$ cat src/rtl/core/edm_pkg.sv
// Shared constants for the egg drop minimum trials block.
package edm_pkg;

    localparam int EDM_MAX_EGGS   = 128;
    localparam int EDM_MAX_FLOORS = 16384;
    localparam int EGGS_W         = 8;
    localparam int FLOORS_W       = 15;
    localparam int TRIALS_W       = 15;
    localparam int ENTRY_W        = 16;

    typedef logic [EGGS_W-1:0]   eggs_t;
    typedef logic [FLOORS_W-1:0] floors_t;
    typedef logic [TRIALS_W-1:0] trials_t;
    typedef logic [ENTRY_W-1:0]  entry_t;

endpackage

$ cat src/rtl/core/edm_ram.sv
// Generic single-port-write, single-port-read RAM with registered read data.
module edm_ram #(
    parameter int WIDTH = 16,
    parameter int DEPTH = 128
) (
    input  logic                     clk,
    input  logic                     we,
    input  logic [$clog2(DEPTH)-1:0] waddr,
    input  logic [WIDTH-1:0]         wdata,
    input  logic                     re,
    input  logic [$clog2(DEPTH)-1:0] raddr,
    output logic [WIDTH-1:0]         rdata
);

    logic [WIDTH-1:0] mem [DEPTH];
    logic [WIDTH-1:0] rdata_reg;

    always_ff @(posedge clk)
    begin
        if (we)
        begin
            mem[waddr] <= wdata;
        end
        if (re)
        begin
            rdata_reg <= mem[raddr];
        end
    end

    assign rdata = rdata_reg;

endmodule

$ cat src/rtl/core/edm_core.sv
// Query sequencer and read-modify-write update of the coverage row.
module edm_core import edm_pkg::*; #(
    parameter int MAX_EGGS   = EDM_MAX_EGGS,
    parameter int MAX_FLOORS = EDM_MAX_FLOORS,
    localparam int IDX_W     = $clog2(MAX_EGGS),
    localparam int FL_W      = $clog2(MAX_FLOORS + 1),
    localparam int CMP_W     = (FL_W > ENTRY_W) ? FL_W : ENTRY_W
) (
    input  logic             clk,
    input  logic             rst_n,
    input  logic             start,
    input  eggs_t            eggs,
    input  floors_t          floors,
    output logic             busy,
    output logic             done,
    output trials_t          trials,
    output logic             ram_we,
    output logic [IDX_W-1:0] ram_waddr,
    output entry_t           ram_wdata,
    output logic             ram_re,
    output logic [IDX_W-1:0] ram_raddr,
    input  entry_t           ram_rdata
);

    localparam logic S_IDLE = 1'b0;
    localparam logic S_RUN  = 1'b1;

    logic             state_reg, state_next;
    logic [FL_W-1:0]  floors_reg, floors_next;
    logic [IDX_W-1:0] last_idx_reg, last_idx_next;
    logic [IDX_W-1:0] iss_idx_reg, iss_idx_next;
    logic [FL_W-1:0]  iss_round_reg, iss_round_next;
    logic             iss_first_reg, iss_first_next;
    logic             s1_valid_reg, s1_valid_next;
    logic [IDX_W-1:0] s1_idx_reg, s1_idx_next;
    logic [FL_W-1:0]  s1_round_reg, s1_round_next;
    logic             s1_first_reg, s1_first_next;
    entry_t           carry_reg, carry_next;
    logic             done_reg, done_next;
    trials_t          trials_reg, trials_next;

    logic [FL_W-1:0]  floors_sat;
    eggs_t            eggs_m1;
    logic             one_egg;
    entry_t           old_val;
    entry_t           carry_use;
    entry_t           new_val;
    logic             hit;

    always_comb
    begin
        if (int'(floors) > MAX_FLOORS)
        begin
            floors_sat = FL_W'(MAX_FLOORS);
        end
        else
        begin
            floors_sat = FL_W'(floors);
        end
        one_egg = (eggs <= eggs_t'(1));
        eggs_m1 = eggs - eggs_t'(1);
    end

    always_comb
    begin
        old_val   = s1_first_reg ? '0 : ram_rdata;
        carry_use = (s1_idx_reg == '0) ? '0 : carry_reg;
        new_val   = old_val + carry_use + entry_t'(1);
        hit       = CMP_W'(new_val) >= CMP_W'(floors_reg);
    end

    always_comb
    begin
        state_next     = state_reg;
        floors_next    = floors_reg;
        last_idx_next  = last_idx_reg;
        iss_idx_next   = iss_idx_reg;
        iss_round_next = iss_round_reg;
        iss_first_next = iss_first_reg;
        s1_valid_next  = 1'b0;
        s1_idx_next    = iss_idx_reg;
        s1_round_next  = iss_round_reg;
        s1_first_next  = iss_first_reg;
        carry_next     = carry_reg;
        done_next      = 1'b0;
        trials_next    = trials_reg;
        ram_re         = 1'b0;
        ram_raddr      = iss_idx_reg;
        ram_we         = 1'b0;
        ram_waddr      = s1_idx_reg;
        ram_wdata      = new_val;

        unique case (state_reg)
            S_IDLE:
            begin
                if (start)
                begin
                    floors_next = floors_sat;
                    if (int'(eggs) > MAX_EGGS)
                    begin
                        last_idx_next = IDX_W'(MAX_EGGS - 1);
                    end
                    else
                    begin
                        last_idx_next = IDX_W'(eggs_m1);
                    end
                    if (floors_sat == '0)
                    begin
                        done_next   = 1'b1;
                        trials_next = '0;
                    end
                    else if (one_egg)
                    begin
                        done_next   = 1'b1;
                        trials_next = TRIALS_W'(floors_sat);
                    end
                    else
                    begin
                        state_next     = S_RUN;
                        iss_idx_next   = '0;
                        iss_round_next = FL_W'(1);
                        iss_first_next = 1'b1;
                    end
                end
            end
            S_RUN:
            begin
                // issue the next read
                ram_re        = 1'b1;
                s1_valid_next = 1'b1;
                if (iss_idx_reg == last_idx_reg)
                begin
                    iss_idx_next   = '0;
                    iss_round_next = iss_round_reg + FL_W'(1);
                    iss_first_next = 1'b0;
                end
                else
                begin
                    iss_idx_next = iss_idx_reg + IDX_W'(1);
                end
                // update the entry whose data returned
                if (s1_valid_reg)
                begin
                    ram_we     = 1'b1;
                    carry_next = old_val;
                    if (hit)
                    begin
                        state_next    = S_IDLE;
                        s1_valid_next = 1'b0;
                        done_next     = 1'b1;
                        trials_next   = TRIALS_W'(s1_round_reg);
                    end
                end
            end
            default:
            begin
                state_next = S_IDLE;
            end
        endcase
    end

    always_ff @(posedge clk or negedge rst_n)
    begin
        if (!rst_n)
        begin
            state_reg    <= S_IDLE;
            s1_valid_reg <= 1'b0;
            done_reg     <= 1'b0;
        end
        else
        begin
            state_reg    <= state_next;
            s1_valid_reg <= s1_valid_next;
            done_reg     <= done_next;
        end
    end

    always_ff @(posedge clk)
    begin
        floors_reg    <= floors_next;
        last_idx_reg  <= last_idx_next;
        iss_idx_reg   <= iss_idx_next;
        iss_round_reg <= iss_round_next;
        iss_first_reg <= iss_first_next;
        s1_idx_reg    <= s1_idx_next;
        s1_round_reg  <= s1_round_next;
        s1_first_reg  <= s1_first_next;
        carry_reg     <= carry_next;
        trials_reg    <= trials_next;
    end

    assign busy   = (state_reg == S_RUN);
    assign done   = done_reg;
    assign trials = trials_reg;

endmodule

$ cat src/rtl/core/egg_drop_min_trials.sv
// Top level of the egg drop minimum trials block.
//
//  channel  | handshake          | payload
//  ---------+--------------------+----------------
//  query    | start, busy        | eggs, floors
//  result   | done (one cycle)   | trials
//
// A query with at most one egg or zero floors returns in the cycle after start.
// Otherwise the core walks the row entries in order through the coverage RAM read
// port, issuing the next read while the entry whose data returned is updated.
// The coverage row needs no clearing: the first round ignores the read data.
// busy is high while a query runs; done cannot be held off by the receiver.
module egg_drop_min_trials import edm_pkg::*; #(
    parameter int MAX_EGGS   = EDM_MAX_EGGS,
    parameter int MAX_FLOORS = EDM_MAX_FLOORS
) (
    input  logic    clk,
    input  logic    rst_n,
    input  logic    start,
    input  eggs_t   eggs,
    input  floors_t floors,
    output logic    busy,
    output logic    done,
    output trials_t trials
);

    localparam int IDX_W = $clog2(MAX_EGGS);

    logic             ram_we;
    logic [IDX_W-1:0] ram_waddr;
    entry_t           ram_wdata;
    logic             ram_re;
    logic [IDX_W-1:0] ram_raddr;
    entry_t           ram_rdata;

    edm_core #(
        .MAX_EGGS   (MAX_EGGS),
        .MAX_FLOORS (MAX_FLOORS)
    ) u_core (
        .clk       (clk),
        .rst_n     (rst_n),
        .start     (start),
        .eggs      (eggs),
        .floors    (floors),
        .busy      (busy),
        .done      (done),
        .trials    (trials),
        .ram_we    (ram_we),
        .ram_waddr (ram_waddr),
        .ram_wdata (ram_wdata),
        .ram_re    (ram_re),
        .ram_raddr (ram_raddr),
        .ram_rdata (ram_rdata)
    );

    edm_ram #(
        .WIDTH (ENTRY_W),
        .DEPTH (MAX_EGGS)
    ) u_row_ram (
        .clk   (clk),
        .we    (ram_we),
        .waddr (ram_waddr),
        .wdata (ram_wdata),
        .re    (ram_re),
        .raddr (ram_raddr),
        .rdata (ram_rdata)
    );

endmodule

$ cat config.mk
export PLATFORM = sky130hd
export DESIGN_NAME = egg_drop_min_trials
export DESIGN_NICKNAME = d
export VERILOG_FILES = /design/src/rtl/core/edm_pkg.sv /design/src/rtl/core/edm_ram.sv /design/src/rtl/core/edm_core.sv /design/src/rtl/core/egg_drop_min_trials.sv
export SDC_FILE = /design/constraint.sdc
export NUM_CORES = 2
export LEC_CHECK = 0
export CORE_ASPECT_RATIO = 1.75
export CORE_MARGIN = 1.5
export CORE_UTILIZATION = 25
export CTS_BUF_LIST = sky130_fd_sc_hd__clkbuf_2
export DETAILED_ROUTE_END_ITERATION = 12
export DONT_BUFFER_PORTS = 1
export PLACE_DENSITY_LB_ADDON = 0.25
export SLEW_MARGIN = 20
export SYNTH_ARGS = -nofsm -noshare
export SYNTH_HDL_FRONTEND = slang
export SYNTH_SLANG_ARGS = --single-unit
$ cat constraint.sdc
create_clock -name clk -period 18.4 [get_ports clk]
set_input_delay 0.92 -clock clk [delete_from_list [all_inputs] [get_ports clk]]
set_output_delay 0.92 -clock clk [all_outputs]
set_load 0.03 [all_outputs]
==> flow_metrics.env <==
export IMPL_setup_viol=0
export IMPL_largest_reg_flops=2048
export IMPL_critPathSlowestCell="or4_1"
export IMPL_final_nets=4472
export IMPL_synth_top_area_share_pct=76.3
export IMPL_setup_tns_ns=0
export IMPL_floorplan_die_height_um=771
export IMPL_ant_nets=0
export IMPL_rsz0062_at_grt="no"
export IMPL_clk_pin_slew_ns=0.14
export IMPL_dp_slack_ns=11.75
export IMPL_hold_end="u_core.s1_first_reg"
export IMPL_post_cts_resized=0
export IMPL_route_detailed_wl_per_inst_um=27.9
export IMPL_drt_pass1_iter_count=7
export IMPL_powerDensity_nw_per_um2=196
export IMPL_multi_input_area_um2=19000
export IMPL_relSlewSlack_pct=25.4
export IMPL_min_period_ns=6.66
export IMPL_syn_num_nets=3937
export IMPL_fillers=33088
export IMPL_grt_usage_pct=14.8
export IMPL_max_cap_violations=0
export IMPL_clock_sinks=2166
export IMPL_drcViolationCount=0
export IMPL_cpLargestDelayFamily="simple AND/OR/NAND/NOR gates"
export IMPL_syn_avg_cell_area_um2=21.7
export IMPL_yosys_area_top_type="edfxtp_1"
export IMPL_core_um2=335000
export IMPL_first_iter_violations=2919
export IMPL_hold_class="flip-flop to flip-flop"
export IMPL_hold_viol=0
export IMPL_num_vias=41971
export IMPL_yosys_warnings=0
export IMPL_path_cells="or4_1, or4_4, and2_1, ha_1, nor2b_1, o21ai_0, a21oi_1, nor3_1, xnor2_2, buf_4, ha_1, o211ai_1, nor2_1, a41oi_1, or3b_2, o21ai_2, nand2_1"
export IMPL_synth_distinct_cells=63
export IMPL_insertion_delay_ns=1.85
export IMPL_clk_path_buf_depth=4
export IMPL_end_kind="flip-flop"
export IMPL_cp_required_ns=19.76
export IMPL_hpwlAfterDp_um=151000
export IMPL_synth_edf_count=2140
export IMPL_yosysSeqAreaShare_pct=76.9
export IMPL_io_buffers=0
export IMPL_met1_usage_pct=15.6
export IMPL_die_area_um2=341000
export IMPL_critPathBufInv=1
export IMPL_async_reset_ff_share_pct=0.139
export IMPL_cts_buffers=458
export IMPL_start_util_pct=25.1
export IMPL_area_growth_pct=13.9
export IMPL_grt_busiest_layer="met2"
export IMPL_r2r_setup_slack_ns=11.74
export IMPL_grt_pass1_vias=45505
export IMPL_cp_slowest_stage_delay_ns=0.89
export IMPL_ys_flop_type="edfxtp_1"
export IMPL_netlist_top_cells_area="edfxtp_1, mux4_2, mux2i_1, nor2_1, dfxtp_1"
export IMPL_clockRootBuffer="clkbuf_2"
export IMPL_leakagePower_nw=29.8
export IMPL_rows=281
export IMPL_reg2reg_from="u_core.ram_waddr[6]"
export IMPL_final_cell_mix="edfxtp_1, clkbuf_2, mux4_2"
export IMPL_synthesis_area_um2=84200
export IMPL_use_met3_pct=2.28
export IMPL_cpMostUsedCell="ha_1"
export IMPL_r2r_end="u_core.trials[13]"
export IMPL_start_kind="flip-flop"
export IMPL_layout_setup_ws_ns=11.74
export IMPL_routabilityCongestion=0.814
export IMPL_crit_fanout=72
export IMPL_total_power_mw=18.8
export IMPL_pin_count=43
export IMPL_cts_tree="built"
export IMPL_drive_above_1_share_pct=34.2
export IMPL_fin_skew_ns=0.181
export IMPL_period_share_pct=36.2
export IMPL_ir_drop_mv=0.282
export IMPL_ctsHtreeMaxLevel=5
export IMPL_postCtsSetupRepairBufs=0
export IMPL_worst_slew_pin_slew_ns=1.11
export IMPL_grt_pass1_wl_um=356000
export IMPL_crit_type="flip-flop to flip-flop"
export IMPL_status="complete, no violations"
export IMPL_reg2reg_depth=17
export IMPL_antenna_found_initial=13
export IMPL_layout_commonest_cell="edfxtp_1"
export IMPL_final_seq_area_um2=64800
export IMPL_arrival_ns=8.02
export IMPL_timing_fmax_ghz=0.150
export IMPL_viasPerCell=4.59
export IMPL_slew_viol_final=0
export IMPL_postSynthCellCount=3875
export IMPL_whs_path_depth=0
export IMPL_holdCritStartpoint="u_core.iss_first_reg"
export IMPL_ys_ff_latch=2166
export IMPL_die_w_um=442
export IMPL_routed_wl_um=256000
export IMPL_overflow=0
export IMPL_grt_start_max_net_pins=134
export IMPL_groute_layer_met2_usage_pct=28.5
## stage by stage
| stage | hold slack (ns) | instances | utilization, % | cell area, µm² |
|---|---|---|---|---|
| 2_1_floorplan | 0.323 | 3875 | - | 84200 |
| 3_3_place_gp | 0.343 | 8257 | 27.1 | 90900 |
| 3_5_place_dp | 0.331 | 8259 | 27.1 | 90900 |
| 4_1_cts | 0.190 | 9120 | 28.6 | 95900 |
| 5_1_grt | 0.325 | 9143 | 28.6 | 95900 |
| 6_report | 0.382 | 9148 | 28.6 | 96000 |
## power by group
group	internal (mW)	switching [mW]
clock network	1.13	1.89
logic	1.89	5.42
registers	8.34	0.163
total	11.4	7.47
## cells by family after synthesis
| group | Yosys count | share of synthesized area, % |
|---|---|---|
| and+or+nand+nor | 427 | 2.34 |
| muxes | 662 | 16.0 |
| buffers and inverters | 235 | 1.28 |
| xor gates and xnor gates | 43 | 0.456 |
| DFF | 2166 | 76.9 |
| AOI/OAI and AO/OA | 306 | 2.48 |
| adders and majority gates | 36 | 0.544 |
## synthesized netlist by cell type (5+ instances only)
library cell,n
a22oi_1,57
mux2i_1,84
o211ai_1,8
xor2_1,19
a21o_1,9
xnor2_1,23
edfxtp_1,2140
inv_1,32
nand2_1,76
dfxtp_1,23
a21oi_1,62
nor4_1,5
clkbuf_1,88
buf_2,56
nor2b_1,42
nand3_1,25
and2_1,22
a221oi_1,14
a2111oi_0,8
mux2_2,36
and3_1,6
nor3_1,17
a21boi_0,14
a311oi_1,5
buf_1,28
buf_4,26
nand2b_1,7
or2_2,7
a311o_1,5
nor2_1,192
o21ai_0,48
nand4_1,12
o22ai_1,8
mux4_2,542
ha_1,35
a211oi_1,8
a22o_1,26
a31oi_1,12
## area by class of cell
cell class,count,share of cell area [%]
Multi-Input combinational cell,1474,19.8
Sequential cell,2166,67.5
Clock buffer,651,3.40
Clock inverter,134,0.936
Tap cell,4386,5.72
Inverter,33,0.140
Timing Repair Buffer,277,2.45
Antenna cell,27,0.0704
## layer usage
layer	share of wire (%)	vias up	wire, µm
li1	-	17572	-
met1	36	22697	90800
met2	55	1224	142000
met3	4.1	474	10500
met4	5.0	4	12700
met5	0.011	-	27
## worst max-delay path by stage
| stage | from | end | slack [ns] | depth (start not counted) |
|---|---|---|---|---|
| 3_3_place_gp | u_core.ram_waddr[3] | u_core.trials[10] | 11.81 | 17 |
| 5_1_grt | u_core.ram_waddr[6] | u_core.trials[4] | 11.31 | 17 |
| 6_report | u_core.ram_waddr[6] | u_core.trials[13] | 11.74 | 17 |
| 2_1_floorplan | u_core.ram_waddr[3] | u_core.trials[0] | 9.41 | 20 |
| 3_5_place_dp | u_core.ram_waddr[3] | u_core.trials[11] | 11.75 | 17 |
| 4_1_cts | u_core.ram_waddr[6] | u_core.trials[1] | 11.75 | 17 |
## what timing repair did
action / 4_1_cts / 5_1_grt
hold buffers: 76 / 0
endpoints found under the setup margin: 0 / 0
endpoints found under the hold margin: 86 / 0
No activity file was read; power rests on OpenSTA's default activity.
